**src/design/tlec_pkg.sv**
```systemverilog
`default_nettype none

package tlec_pkg;

  // result kinds
  typedef enum logic [1:0] {
    KIND_DATA = 2'd0,
    KIND_DONE = 2'd1,
    KIND_BIN  = 2'd2,
    KIND_LONG = 2'd3
  } kind_t;

  // line-end modes
  localparam logic [2:0] MODE_CRLF_LF     = 3'd0;
  localparam logic [2:0] MODE_LF_CRLF     = 3'd1;
  localparam logic [2:0] MODE_LF_CRLF_PAD = 3'd2;
  localparam logic [2:0] MODE_CR_LF       = 3'd3;
  localparam logic [2:0] MODE_TO_CR       = 3'd4;
  localparam logic [2:0] MODE_PARITY      = 3'd5;

  // configuration register indexes
  localparam int CFG_IDX_W = 1;
  localparam logic [CFG_IDX_W-1:0] REG_MODE  = 1'b0;
  localparam logic [CFG_IDX_W-1:0] REG_STRIP = 1'b1;
  localparam int CFG_DATA_W = 3;

  // character codes
  localparam logic [7:0] CH_NUL  = 8'h00;
  localparam logic [7:0] CH_BEL  = 8'h07;
  localparam logic [7:0] CH_LF   = 8'h0a;
  localparam logic [7:0] CH_CR   = 8'h0d;
  localparam logic [7:0] CH_SUB  = 8'h1a;
  localparam logic [7:0] LOW7    = 8'h7f;

  // queue between front and back
  localparam int Q_DEPTH = 4;
  localparam int Q_AW    = $clog2(Q_DEPTH);

  typedef struct packed {
    kind_t      kind;
    logic [7:0] val;
    logic [7:0] rep;
  } res_t;

  // one queue entry: the results of one item, one or two of them
  typedef struct packed {
    res_t r0;
    res_t r1;
    logic two;
  } plan_t;

  function automatic res_t mk_data(input logic [7:0] v);
    res_t r;
    r.kind = KIND_DATA;
    r.val  = v;
    r.rep  = 8'd1;
    return r;
  endfunction

  function automatic res_t mk_stat(input kind_t k);
    res_t r;
    r.kind = k;
    r.val  = 8'd0;
    r.rep  = 8'd1;
    return r;
  endfunction

endpackage

`default_nettype wire

```
**src/design/tlec_in_if.sv**
```systemverilog
`default_nettype none

interface tlec_in_if;
  logic       valid;
  logic       ready;
  logic       func;
  logic [7:0] in_byte;

  modport source (output valid, output func, output in_byte, input ready);
  modport sink   (input valid, input func, input in_byte, output ready);
endinterface

`default_nettype wire

```
**src/design/tlec_out_if.sv**
```systemverilog
`default_nettype none

interface tlec_out_if;
  logic       valid;
  logic       ready;
  logic [1:0] kind;
  logic [7:0] out_byte;
  logic [7:0] repeat_res;
  logic       last;

  modport source (output valid, output kind, output out_byte, output repeat_res,
                  output last, input ready);
  modport sink   (input valid, input kind, input out_byte, input repeat_res,
                  input last, output ready);
endinterface

`default_nettype wire

```
**src/design/text_line_ending_converter_unit.sv**
```systemverilog
`default_nettype none
// path: the first result of an item is written into the queue when the item is accepted
//   and reaches out_ch through the output register; a stall can hold it in the queue
// throughput: one item per cycle in while the queue has room; one result per cycle
//   out while out_ch is ready, so an item with two results (inserted cr, held cr, tail before
//   status) makes the output register the bound; the queue absorbs bursts of such items
// reset: synchronous on rst_n low; clears line state, queue and output, mode 0, strip off
module text_line_ending_converter_unit
  import tlec_pkg::*;
#(
  parameter int LINE_LIMIT = 1024,
  parameter int PAD_BLOCK  = 128
) (
  input  wire logic                  clk,
  input  wire logic                  rst_n,
  tlec_in_if.sink                    in_ch,
  tlec_out_if.source                 out_ch,
  input  wire logic                  cfg_we,
  input  wire logic [CFG_IDX_W-1:0]  cfg_idx,
  input  wire logic [CFG_DATA_W-1:0] cfg_wdata
);

  // configuration registers
  logic [2:0] mode_r;
  logic       strip_r;
  logic [2:0] mode_eff;

  // front to queue, queue to back
  logic  push;
  plan_t push_plan;
  logic  q_full;
  logic  head_valid;
  plan_t head;
  logic  pop;

  always_ff @(posedge clk) begin
    if (!rst_n) begin
      mode_r  <= MODE_CRLF_LF;
      strip_r <= 1'b0;
    end else if (cfg_we) begin
      unique case (cfg_idx)
        REG_MODE:  mode_r  <= cfg_wdata;
        REG_STRIP: strip_r <= cfg_wdata[0];
      endcase
    end
  end

  // the two unused mode codes behave like crlf to lf
  assign mode_eff = (mode_r > MODE_PARITY) ? MODE_CRLF_LF : mode_r;

  // front: filters and classifies each item, keeps line state,
  // and turns it into a plan of up to two results
  tlec_front #(
    .LINE_LIMIT (LINE_LIMIT),
    .PAD_BLOCK  (PAD_BLOCK)
  ) u_front (
    .clk       (clk),
    .rst_n     (rst_n),
    .in_ch     (in_ch),
    .mode      (mode_eff),
    .strip     (strip_r),
    .q_full    (q_full),
    .push      (push),
    .push_plan (push_plan)
  );

  // short queue so the front keeps taking items while results wait
  tlec_queue u_queue (
    .clk        (clk),
    .rst_n      (rst_n),
    .push       (push),
    .push_plan  (push_plan),
    .pop        (pop),
    .full       (q_full),
    .head_valid (head_valid),
    .head       (head)
  );

  // back: plays each plan out via the output register, one result per cycle while ready
  tlec_back u_back (
    .clk        (clk),
    .rst_n      (rst_n),
    .head_valid (head_valid),
    .head       (head),
    .pop        (pop),
    .out_ch     (out_ch)
  );

endmodule

`default_nettype wire

```
**src/design/tlec_front.sv**
```systemverilog
`default_nettype none

module tlec_front
  import tlec_pkg::*;
#(
  parameter int LINE_LIMIT = 1024,
  parameter int PAD_BLOCK  = 128
) (
  input  wire logic  clk,
  input  wire logic  rst_n,
  tlec_in_if.sink    in_ch,
  input  wire logic [2:0] mode,
  input  wire logic  strip,
  input  wire logic  q_full,
  output logic       push,
  output plan_t      push_plan
);

  localparam int LL_W  = $clog2(LINE_LIMIT);
  localparam int POS_W = $clog2(PAD_BLOCK);
  localparam logic [LL_W-1:0]  LL_MAX   = LL_W'(LINE_LIMIT - 2);
  localparam logic [POS_W-1:0] POS_LAST = POS_W'(PAD_BLOCK - 1);
  localparam logic [7:0]       PAD_W    = 8'(PAD_BLOCK);

  typedef enum logic [1:0] {PH_ACTIVE, PH_SUB, PH_BIN, PH_LONG} phase_t;

  phase_t            phase_r, phase_nxt;
  logic              crs_r, crs_nxt;
  logic [LL_W-1:0]   ll_r, ll_nxt;
  logic [POS_W-1:0]  pos_r, pos_nxt;

  logic              accept;
  res_t              slot [2];
  logic [1:0]        cnt;
  logic [1:0]        ndata;
  logic              pos_clr;
  logic [POS_W-1:0]  pos_inc1, pos_inc2;
  res_t              pad_res;

  assign in_ch.ready = !q_full;
  assign accept      = in_ch.valid && !q_full;

  assign pos_inc1 = (pos_r == POS_LAST) ? '0 : pos_r + POS_W'(1);
  assign pos_inc2 = (pos_inc1 == POS_LAST) ? '0 : pos_inc1 + POS_W'(1);

  always_comb begin
    pad_res      = mk_data(CH_SUB);
    pad_res.rep  = PAD_W - {{(8-POS_W){1'b0}}, pos_r};
  end

  always_comb begin
    logic [7:0] b;
    logic       drop;
    kind_t      stat;
    slot[0]   = mk_stat(KIND_DONE);
    slot[1]   = mk_stat(KIND_DONE);
    cnt       = 2'd0;
    ndata     = 2'd0;
    pos_clr   = 1'b0;
    drop      = 1'b0;
    crs_nxt   = crs_r;
    ll_nxt    = ll_r;
    phase_nxt = phase_r;
    b         = in_ch.in_byte;
    unique case (phase_r)
      PH_BIN:  stat = KIND_BIN;
      PH_LONG: stat = KIND_LONG;
      default: stat = KIND_DONE;
    endcase

    if (in_ch.func) begin
      // end of file: tail output, status, back to start
      if (phase_r == PH_ACTIVE && mode != MODE_PARITY) begin
        if (mode == MODE_CRLF_LF && crs_r) begin
          slot[cnt[0]] = mk_data(CH_CR);
          cnt = cnt + 2'd1;
        end
        if (mode == MODE_LF_CRLF_PAD) begin
          slot[cnt[0]] = pad_res;
          cnt = cnt + 2'd1;
        end
      end
      slot[cnt[0]] = mk_stat(stat);
      cnt       = cnt + 2'd1;
      crs_nxt   = 1'b0;
      ll_nxt    = '0;
      pos_clr   = 1'b1;
      phase_nxt = PH_ACTIVE;
    end else if (phase_r == PH_ACTIVE) begin
      if (mode == MODE_PARITY) begin
        slot[0] = mk_data(b & LOW7);
        cnt     = 2'd1;
        ndata   = 2'd1;
      end else if (b != CH_NUL) begin
        if (b < CH_BEL || b[7]) begin
          if (strip) begin
            b    = b & LOW7;
            drop = (b < CH_BEL);
          end else begin
            phase_nxt = PH_BIN;
            slot[0]   = mk_stat(KIND_BIN);
            cnt       = 2'd1;
            drop      = 1'b1;
          end
        end
        if (!drop) begin
          if (b == CH_SUB) begin
            // logical end of text
            if (mode == MODE_CRLF_LF && crs_r) begin
              slot[0] = mk_data(CH_CR);
              cnt     = 2'd1;
            end
            if (mode == MODE_LF_CRLF_PAD) begin
              slot[0] = pad_res;
              cnt     = 2'd1;
              pos_clr = 1'b1;
            end
            crs_nxt   = 1'b0;
            phase_nxt = PH_SUB;
          end else begin
            if (b == CH_CR && mode == MODE_CR_LF) begin
              b = CH_LF;
            end
            if (b != CH_LF && ll_r >= LL_MAX) begin
              phase_nxt = PH_LONG;
              slot[0]   = mk_stat(KIND_LONG);
              cnt       = 2'd1;
            end else begin
              unique case (mode)
                MODE_CRLF_LF: begin
                  if (b == CH_LF) begin
                    slot[cnt[0]] = mk_data(CH_LF);
                    cnt = cnt + 2'd1;
                  end else begin
                    if (crs_r) begin
                      slot[cnt[0]] = mk_data(CH_CR);
                      cnt = cnt + 2'd1;
                    end
                    if (b != CH_CR) begin
                      slot[cnt[0]] = mk_data(b);
                      cnt = cnt + 2'd1;
                    end
                  end
                end
                MODE_LF_CRLF, MODE_LF_CRLF_PAD: begin
                  if (b == CH_LF && !crs_r) begin
                    slot[cnt[0]] = mk_data(CH_CR);
                    cnt = cnt + 2'd1;
                  end
                  slot[cnt[0]] = mk_data(b);
                  cnt = cnt + 2'd1;
                end
                MODE_TO_CR: begin
                  if (b == CH_LF) begin
                    if (!crs_r) begin
                      slot[cnt[0]] = mk_data(CH_CR);
                      cnt = cnt + 2'd1;
                    end
                  end else begin
                    slot[cnt[0]] = mk_data(b);
                    cnt = cnt + 2'd1;
                  end
                end
                default: begin
                  slot[cnt[0]] = mk_data(b);
                  cnt = cnt + 2'd1;
                end
              endcase
              ndata   = cnt;
              crs_nxt = (b == CH_CR);
              ll_nxt  = (b == CH_LF) ? '0 : ll_r + LL_W'(1);
            end
          end
        end
      end
    end
  end

  always_comb begin
    priority if (pos_clr) begin
      pos_nxt = '0;
    end else if (ndata == 2'd2) begin
      pos_nxt = pos_inc2;
    end else if (ndata == 2'd1) begin
      pos_nxt = pos_inc1;
    end else begin
      pos_nxt = pos_r;
    end
  end

  always_ff @(posedge clk) begin
    if (!rst_n) begin
      phase_r <= PH_ACTIVE;
      crs_r   <= 1'b0;
      ll_r    <= '0;
      pos_r   <= '0;
    end else if (accept) begin
      phase_r <= phase_nxt;
      crs_r   <= crs_nxt;
      ll_r    <= ll_nxt;
      pos_r   <= pos_nxt;
    end
  end

  assign push         = accept && (cnt != 2'd0);
  assign push_plan.r0 = slot[0];
  assign push_plan.r1 = slot[1];
  assign push_plan.two = cnt[1];

endmodule

`default_nettype wire

```
**src/design/tlec_queue.sv**
```systemverilog
`default_nettype none

module tlec_queue
  import tlec_pkg::*;
(
  input  wire logic  clk,
  input  wire logic  rst_n,
  input  wire logic  push,
  input  wire plan_t push_plan,
  input  wire logic  pop,
  output logic       full,
  output logic       head_valid,
  output plan_t      head
);

  plan_t            mem_r [Q_DEPTH];
  logic [Q_AW-1:0]  wr_ptr_r, rd_ptr_r;
  logic [Q_AW:0]    cnt_r, cnt_nxt;

  assign full       = (cnt_r == (Q_AW+1)'(Q_DEPTH));
  assign head_valid = (cnt_r != '0);
  assign head       = mem_r[rd_ptr_r];

  always_comb begin
    cnt_nxt = cnt_r;
    if (push && !pop) begin
      cnt_nxt = cnt_r + (Q_AW+1)'(1);
    end else if (pop && !push) begin
      cnt_nxt = cnt_r - (Q_AW+1)'(1);
    end
  end

  always_ff @(posedge clk) begin
    if (!rst_n) begin
      wr_ptr_r <= '0;
      rd_ptr_r <= '0;
      cnt_r    <= '0;
    end else begin
      if (push) begin
        wr_ptr_r <= wr_ptr_r + Q_AW'(1);
      end
      if (pop) begin
        rd_ptr_r <= rd_ptr_r + Q_AW'(1);
      end
      cnt_r <= cnt_nxt;
    end
  end

  always_ff @(posedge clk) begin
    if (push) begin
      mem_r[wr_ptr_r] <= push_plan;
    end
  end

endmodule

`default_nettype wire

```
**src/design/tlec_back.sv**
```systemverilog
`default_nettype none

module tlec_back
  import tlec_pkg::*;
(
  input  wire logic  clk,
  input  wire logic  rst_n,
  input  wire logic  head_valid,
  input  wire plan_t head,
  output logic       pop,
  tlec_out_if.source out_ch
);

  logic       valid_r;
  logic       sub_r;
  kind_t      kind_r;
  logic [7:0] val_r;
  logic [7:0] rep_r;
  logic       last_r;

  logic       load;
  logic       take;
  logic       cur_last;
  res_t       cur;

  assign load     = !valid_r || out_ch.ready;
  assign take     = load && head_valid;
  assign cur      = sub_r ? head.r1 : head.r0;
  assign cur_last = sub_r || !head.two;
  assign pop      = take && cur_last;

  always_ff @(posedge clk) begin
    if (!rst_n) begin
      valid_r <= 1'b0;
      sub_r   <= 1'b0;
    end else if (load) begin
      valid_r <= head_valid;
      if (take) begin
        sub_r <= !cur_last;
      end
    end
  end

  always_ff @(posedge clk) begin
    if (take) begin
      kind_r <= cur.kind;
      val_r  <= cur.val;
      rep_r  <= cur.rep;
      last_r <= cur_last;
    end
  end

  assign out_ch.valid      = valid_r;
  assign out_ch.kind       = kind_r;
  assign out_ch.out_byte   = val_r;
  assign out_ch.repeat_res = rep_r;
  assign out_ch.last       = last_r;

endmodule

`default_nettype wire

```
**src/flat_wrapper.sv**
```systemverilog
// flat-port wrapper written by rule: the top's interface ports become plain ports
module text_line_ending_converter_unit_flat import tlec_pkg::*;
#(
  parameter int LINE_LIMIT = 1024,
  parameter int PAD_BLOCK  = 128
)
  (clk, rst_n, cfg_we, cfg_idx, cfg_wdata, in_ch_valid, in_ch_func, in_ch_in_byte, in_ch_ready, out_ch_valid, out_ch_kind, out_ch_out_byte, out_ch_repeat_res, out_ch_last, out_ch_ready);
  tlec_in_if in_ch_i ();
  tlec_out_if out_ch_i ();
  input  wire logic clk;
  input  wire logic rst_n;
  input  wire logic cfg_we;
  input  wire logic [CFG_IDX_W-1:0] cfg_idx;
  input  wire logic [CFG_DATA_W-1:0] cfg_wdata;
  input wire logic [$bits(in_ch_i.valid)-1:0] in_ch_valid;
  input wire logic [$bits(in_ch_i.func)-1:0] in_ch_func;
  input wire logic [$bits(in_ch_i.in_byte)-1:0] in_ch_in_byte;
  output wire logic [$bits(in_ch_i.ready)-1:0] in_ch_ready;
  output wire logic [$bits(out_ch_i.valid)-1:0] out_ch_valid;
  output wire logic [$bits(out_ch_i.kind)-1:0] out_ch_kind;
  output wire logic [$bits(out_ch_i.out_byte)-1:0] out_ch_out_byte;
  output wire logic [$bits(out_ch_i.repeat_res)-1:0] out_ch_repeat_res;
  output wire logic [$bits(out_ch_i.last)-1:0] out_ch_last;
  input wire logic [$bits(out_ch_i.ready)-1:0] out_ch_ready;
  assign in_ch_i.valid = in_ch_valid;
  assign in_ch_i.func = in_ch_func;
  assign in_ch_i.in_byte = in_ch_in_byte;
  assign in_ch_ready = in_ch_i.ready;
  assign out_ch_valid = out_ch_i.valid;
  assign out_ch_kind = out_ch_i.kind;
  assign out_ch_out_byte = out_ch_i.out_byte;
  assign out_ch_repeat_res = out_ch_i.repeat_res;
  assign out_ch_last = out_ch_i.last;
  assign out_ch_i.ready = out_ch_ready;
  text_line_ending_converter_unit #(.LINE_LIMIT(LINE_LIMIT), .PAD_BLOCK(PAD_BLOCK)) u_core (.clk(clk), .rst_n(rst_n), .in_ch(in_ch_i), .out_ch(out_ch_i), .cfg_we(cfg_we), .cfg_idx(cfg_idx), .cfg_wdata(cfg_wdata));
endmodule
```
**config.mk**
```make
export PLATFORM = sky130hd
export DESIGN_NAME = text_line_ending_converter_unit_flat
export DESIGN_NICKNAME = d
export VERILOG_FILES = /design/src/design/tlec_pkg.sv /design/src/design/tlec_in_if.sv /design/src/design/tlec_out_if.sv /design/src/design/text_line_ending_converter_unit.sv /design/src/design/tlec_front.sv /design/src/design/tlec_queue.sv /design/src/design/tlec_back.sv /design/src/flat_wrapper.sv
export SDC_FILE = /design/constraint.sdc
export NUM_CORES = 1
export LEC_CHECK = 0
export BUFFER_PORTS_ARGS = -buffer_cell sky130_fd_sc_hd__buf_2
export CELL_PAD_IN_SITES_DETAIL_PLACEMENT = 1
export CELL_PAD_IN_SITES_GLOBAL_PLACEMENT = 1
export CORE_UTILIZATION = 35
export CTS_CLUSTER_DIAMETER = 100
export DETAILED_ROUTE_END_ITERATION = 16
export MAX_ROUTING_LAYER = met4
export PLACE_DENSITY_LB_ADDON = 0.2
export SLEW_MARGIN = 20
export SYNTH_ARGS = -nofsm -noshare
export SYNTH_HDL_FRONTEND = slang
export SYNTH_SLANG_ARGS = --single-unit
```
**constraint.sdc**
```tcl
create_clock -name clk -period 6.35 [get_ports clk]
set_clock_uncertainty 0.05 [all_clocks]
set_input_delay 0 -clock clk [delete_from_list [all_inputs] [get_ports clk]]
set_output_delay 0 -clock clk [all_outputs]
set_load 0.02 [all_outputs]
```
Yosys cells after proc, flatten, opt, wreduce, memory -nomap -nowiden:

Memories as Yosys holds them, arrays and structs flattened. A register that Yosys moved wholly into a read port is not among the register bits.
Cells that the tools add are included.

* memories kept: 1
* output and inout port bits: 21
* memory bits (writable): 148
* logic and storage cells: 301
* flip-flop bits (word level): 52

* $add $sub $neg: 13
* reductions and logical operators: 43
* magnitude comparators: 14
* eq/ne operators: 24
* bitwise operators: 12
* multiplexer cells: 179

Memories
* u_core.u_queue.mem_r: depth 4, width 37, rd ports 1, clocked after memory_dff 1, write ports 1, line tlec_queue.sv:16 `plan_t mem_r [Q_DEPTH];`

Operators by type and width (count)
* $mux W36: 30
* $mux W18: 22
* $bwmux W36: 5
* $mux W2: 59
* $pmux W36 S3: 1
* $mux W8: 13
* $demux W18 S1: 5
* $mux W10: 8
* $mux W7: 5
* $and A30 B30 Y30: 1
* $not A30 Y30: 1
* $and A28 B28 Y28: 1
* $not A28 Y28: 1
* $mux W1: 25
* $eq A8 B4 Y1 const B: 3
* $mux W17: 1
* $logic_and A1 B1 Y1: 16
* $ne A8 B4 Y1 const B: 2
* $add A2 B1 Y2 const B: 7
* $add A7 B1 Y7 const B: 2
* $eq A7 B7 Y1 const B: 2
* $add A10 B1 Y10 const B: 1
* $ge A10 B10 Y1 const B: 1
* $ge A2 B2 Y1 const B: 5
* other kinds (34): 68

Longest topological paths before layout:

* depth in word-level cells: 43
* gate-level depth with buffers: 18
* gate-level depth less buffers: 16

By module:

A second synthesis with hierarchy kept.

* cells, all modules: 793
* area total of the unflattened synthesis: 10276.1 um2

Modules (own cells, without submodules)
* tlec_queue: instances 1, area each 5841.9 um2, cells each 236, sequential area each 4624.4 um2
* tlec_front: instances 1, area each 3348.2 um2, cells each 485, sequential area each 400.4 um2
* tlec_back: instances 1, area each 899.6 um2, cells each 52, sequential area each 610.6 um2
* text_line_ending_converter_unit: instances 1, area each 186.4 um2, cells each 20, sequential area each 80.1 um2

Worst setup path before layout:

No wires, ideal clock.

* path kind: register -> register
* start: reg u_core.mode_r[1]
* end: mem u_core.u_queue.mem_r[0][0] (netlist bit) (enable)
* data arrival time: 3.376 ns
* setup time: 0.398 ns
* slack: 2.526 ns
* cell stages (with the launch flop): 14
* path through: dfxtp_1 buf_2 and3b_2 a21oi_4 nor2_8 nand2_1 ha_1 nor3_1 or3_1 o311ai_1 a21oi_1 o31a_1 buf_6 and2_1

* word-level cells in the longest chain between the ends: 35

Ends and longest elaborated chain
* start, declared: line text_line_ending_converter_unit.sv:24 `logic [2:0] mode_r;`
* start signal, assigned: line text_line_ending_converter_unit.sv:42 `REG_MODE: mode_r <= cfg_wdata;`
* $gt A3 B3 Y1: line text_line_ending_converter_unit.sv:49 `assign mode_eff = (mode_r > MODE_PARITY) ? MODE_CRLF_LF : mode_r;`
* $mux W3 *: line text_line_ending_converter_unit.sv:49
* $eq A3 B2 Y1: line tlec_front.sv:121 `if (b == CH_CR && mode == MODE_CR_LF) begin`
* $logic_and A1 B1 Y1: line tlec_front.sv:121
* $mux W8: line tlec_front.sv:121
* $mux W8: line tlec_front.sv:107 `if (b == CH_SUB) begin`
* $mux W8: line tlec_front.sv:106 `if (!drop) begin`
* $mux W8: line tlec_front.sv:94 `end else if (b != CH_NUL) begin`
* [... 20 more ...]
* $mux W2: line tlec_front.sv:90 `if (mode == MODE_PARITY) begin`
* $mux W2: line tlec_front.sv:89 `end else if (phase_r == PH_ACTIVE) begin`
* $mux W2 *: line tlec_front.sv:71 `if (in_ch.func) begin`
* $reduce_bool A2 Y1 *: line tlec_front.sv:205 `assign push = accept && (cnt != 2'd0);`
* $logic_and A1 B1 Y1 *: line tlec_front.sv:205
* named net u_core.push: line text_line_ending_converter_unit.sv:29 `logic push;`
* $mux W1 *: line tlec_queue.sv:50 `if (push) begin`
* $mux W1 (not written as such) *: line tlec_queue.sv:51 `mem_r[wr_ptr_r] <= push_plan;`
* end, declared: line tlec_queue.sv:16

The timed path passes the listed nets; every way through them passes the cells marked *. The select of a mux whose other input is x is not followed.

Worst setup path after layout:

* start: reg u_core.mode_r[2]
* end: reg u_core.u_queue.cnt_r[2]

* word-level cells in the longest chain between the ends: 36

Ends and longest elaborated chain
* $gt A3 B3 Y1: line text_line_ending_converter_unit.sv:49
* $mux W3 *: line text_line_ending_converter_unit.sv:49
* $eq A3 B2 Y1: line tlec_front.sv:121
* $logic_and A1 B1 Y1: line tlec_front.sv:121
* $mux W8: line tlec_front.sv:121
* $mux W8: line tlec_front.sv:107
* $mux W8: line tlec_front.sv:106
* $mux W8: line tlec_front.sv:94
* [... 20 more ...]
* $mux W2: line tlec_front.sv:90
* $mux W2: line tlec_front.sv:89
* $mux W2 *: line tlec_front.sv:71
* $reduce_bool A2 Y1 *: line tlec_front.sv:205
* $logic_and A1 B1 Y1 *: line tlec_front.sv:205
* $logic_not A1 Y1: line tlec_queue.sv:28 `end else if (pop && !push) begin`
* $logic_and A1 B1 Y1: line tlec_queue.sv:28
* $reduce_bool A2 Y1 (no line)
* end signal, assigned: line tlec_queue.sv:45 `cnt_r <= cnt_nxt;`
* end, declared: line tlec_queue.sv:18 `logic [Q_AW:0] cnt_r, cnt_nxt;`

Mark *: on every way between the ends. The rest lies on a longest branch, timed or not. The select of a mux whose other input is x is not followed.
A chain may end at the register's enable or synchronous reset.

==> flow_summary_export.csv <==
group,metric,value,unit
route,drc_errors,0,
clock_network,cts-root-buf,"clkbuf_16",
route,wire_per_inst,20.2,um
sta,timing.setup.tns,0,ns
clock_network,cts-htree-levels,1,
floorplanning,pin_count,39,
synthesis,yosys-top-cells-area,"edfxtp_1, mux4_2, dfxtp_1",
clock_network,cts.sinks,202,
global_routing,antenna_found_initial,0,
floorplanning,die_x,168,um
clock_network,cts.repair.resized,0,
clock_network,clk_pin_slew,0.06,ns
finish,post-route-cell-area,11400,um^2
clock_network,cts_tree,"done",
power,peakVddDrop,0.000166,V
clock_network,ctsHoldBuffers,20,
clock_network,postCtsSetupRepairBufs,0,
global_routing,grt_pass1_vias,6628,
sta,rsz0062_at_grt,"no",
power,p_total,4030,uW
finish,area_growth,18.1,%
global_routing,use_met2,31.0,%
synthesis,syn_avg_cell_area,13.6,um^2
floorplanning,fp.dieH,168,um
clock_network,clock_insertion_delay_worst_skew,0.50,ns
sta,setup_viol,0,
floorplanning,start_util,35.8,%
sta,min_period,4.44,ns
global_routing,grt_max_degree,38,
synthesis,synth-seq-area-share,59.0,%
synthesis,yosysUniqueCellTypes,82,
place,port-buffer-count,38,
global_routing,grt_pass1_wl,37200,um
global_routing,grt_overflow,0,
sta,hold_violations,0,
route,avgViaCountPerCell,5.23,
synthesis,synth_top_area_share,51.8,%
finish,nets,869,
synthesis,synth_flop_cell,"edfxtp_1",
job,timing.max_cap.violations,0,
place,hpwl,16200,um
synthesis,synth_area_leader_cell,"edfxtp_1",
sta,post-route-period-util,69.9,%
critical_path,critPathRequiredTime,6.73,ns
critical_path,path_buf_inv,1,
place,place_congestion,0.866,
clock_network,cts_buffers,24,
synthesis,ys_warn_count,0,
sta,max_freq,225,MHz
power,p_leak,0.00405,uW
min_path,min_path_type,"input port to flop",
critical_path,crit_arrival,4.82,ns
finish,fillers,2781,
route,detailedRoute.firstPassIterationCount,4,
floorplanning,placementRows,60,
sta,drv_slew,0,
synthesis,ys_seq_elements,202,
global_routing,grt_usage,17.7,%
route,antenna_left,0,
synthesis,syn_area,9690,um^2
global_routing,grtUsageMet1,21.1,%
global_routing,grt_busiest_layer,"met2",
global_routing,use_met3,2.37,%
route,drt_iter0_drc,231,
clock_network,clockBufferDepth,3,
synthesis,syn_inst,711,
critical_path,cp-end-kind,"flop",
place,placed_cell_area,10400,um^2
floorplanning,coreArea,27000,um^2
critical_path,worstSetupStartpointType,"flop",
critical_path,slowest_stage,"dfxtp_1",
critical_path,slowest_delay,0.61,ns
route,vias,6175,
critical_path,critPathKind,"flop to flop",
finish,final_layout_size_suffix_gt1_share,19.1,%
route,wl,23800,um
sta,max-slew-margin-rel,37.8,%
critical_path,crit_chain,"and3b_2 > a21oi_4 > nor2_8 > nand2_1 > ha_1 > nor3_1 > or3_1 > o311ai_1 > a21oi_1 > o31a_1 > ha_1 > inv_1 > fa_1 > xor2_1 > or3_1 > a21boi_0",
synthesis,async_reset_ff_share,0,%
synthesis,synth_edf_count,167,
critical_path,crit_path_max_fanout,15,
sta,worst-slew-pin-transition,0.910,ns
power,power_density,352,nW/um^2
finish,num_antenna_cells,0,
critical_path,critical-path-top-delay-family,"simple AND/OR/NAND/NOR gates",
status,status,"completed",
floorplanning,dieArea,28400,um^2
metal layers:
| layer | up-vias | part of all wire, % |
|---|---|---|
| met5 | - | 0 |
| met4 | 0 | 2.8 |
| met3 | 54 | 3.3 |
| met2 | 101 | 51 |
| met1 | 3109 | 43 |
| li1 | 2911 | - |
layout by cell type, fill, tap and decap left out, types with 5 or more instances in the layout:
master and instances:
edfxtp_1 167, dfxtp_1 34, mux4_2 37, buf_2 38, mux2i_1 10, and3_1 9
buf_4 9, o31ai_1 6, ha_1 29, a21oi_1 27, nand2b_1 6, mux2_2 19
nand4_1 7, xnor2_1 11, o211ai_1 6, clkbuf_1 5, clkinv_1 7, nand3_1 18
nor2b_1 6, xor2_1 15, a21boi_0 6, conb_1 44, nor2_1 44, inv_1 24
or3_1 7, a31oi_1 7, nand2_1 46, clkbuf_16 25, nor3_1 19, and2_1 20
o21ai_0 24, dlygate4sd3_1 20
worst register-to-register path: stages, from the launching register on:
cell and delay (ns):
dfxtp_1 0.61, and3b_2 0.34, a21oi_4 0.29, nor2_8 0.09, nand2_1 0.16, ha_1 0.32, nor3_1 0.41, or3_1 0.17
o311ai_1 0.11, a21oi_1 0.17, o31a_1 0.31, ha_1 0.25, inv_1 0.07, fa_1 0.38, xor2_1 0.18, or3_1 0.31
a21boi_0 0.16
where the power goes:
part	total (uW)	internal, uW	switching (uW)
combinational	949	417	533
clock	1380	864	513
sequential	1700	1650	54.3
cell usage after synthesis, drive strengths merged, types with 22 or more instances:
library cell  number
edfxtp           167
nor2              47
nand2             46
mux4              37
dfxtp             35
a21oi             31
ha                29
o21ai             27
inv               24
and2              22
area by class of cell:
cell class / instances / area [um^2] / area share [%]
timing repair buffer: 67 / 458 / 4.00
clock inverter: 12 / 138 / 1.20
sequential: 202 / 5720 / 50.0
inverter: 25 / 93.8 / 0.820
tap: 341 / 427 / 3.73
multi-input combinational: 501 / 3930 / 34.4
clock buffer: 32 / 672 / 5.87
path summary, 6_finish.rpt:
path                                        startpoint                       to  slack, ns  cells after the start
worst max-delay path                  u_core.mode_r[2]  u_core.u_queue.cnt_r[2]       1.91                     16
worst max register to register        u_core.mode_r[2]  u_core.u_queue.cnt_r[2]       1.91                     16
worst min-delay path                           cfg_idx           u_core.strip_r       0.03                      4
worst min register to register  u_core.u_front.ll_r[8]   u_core.u_front.ll_r[8]       0.45                      2
sequential cells by signal, indices dropped and copies added (netlist names), 2 cells and up, named ones only:
register,cells
u_core.u_queue.mem_r,148
u_core.u_back.out_ch.out_byte,8
u_core.u_queue.cnt_r,3
u_core.u_queue.rd_ptr_r,2
u_core.u_back.out_ch.repeat_res,8
u_core.u_front.ll_r,10
u_core.u_back.out_ch.kind,2
u_core.u_front.pos_r,7
u_core.mode_r,3
u_core.u_front.phase_r,2
u_core.u_queue.wr_ptr_r,2
stage by stage:
step,worst slack (ns),hold slack [ns],util (%),instances
after detailed placement,1.90,0.245,38.6,1116
after CTS,1.88,0.0145,42.3,1180
after global placement,2.07,0.221,38.6,1116
final,1.91,0.0317,42.3,1180
after global routing,1.58,0.0615,42.3,1180
after floorplan,2.53,0.106,-,753
kinds of logic after synthesis:
logic type / share of synthesized area [%]
AO/OA/AOI/OAI: 9.05
XOR/XNOR: 2.35
adder cells (fa/ha/maj): 3.95
buffers and inverters: 2.07
flip-flops: 59.0
multiplexers: 11.8
other: 0.0775
AND/OR/NAND/NOR: 11.7
Note: power is estimated with default switching activity, not from simulation.
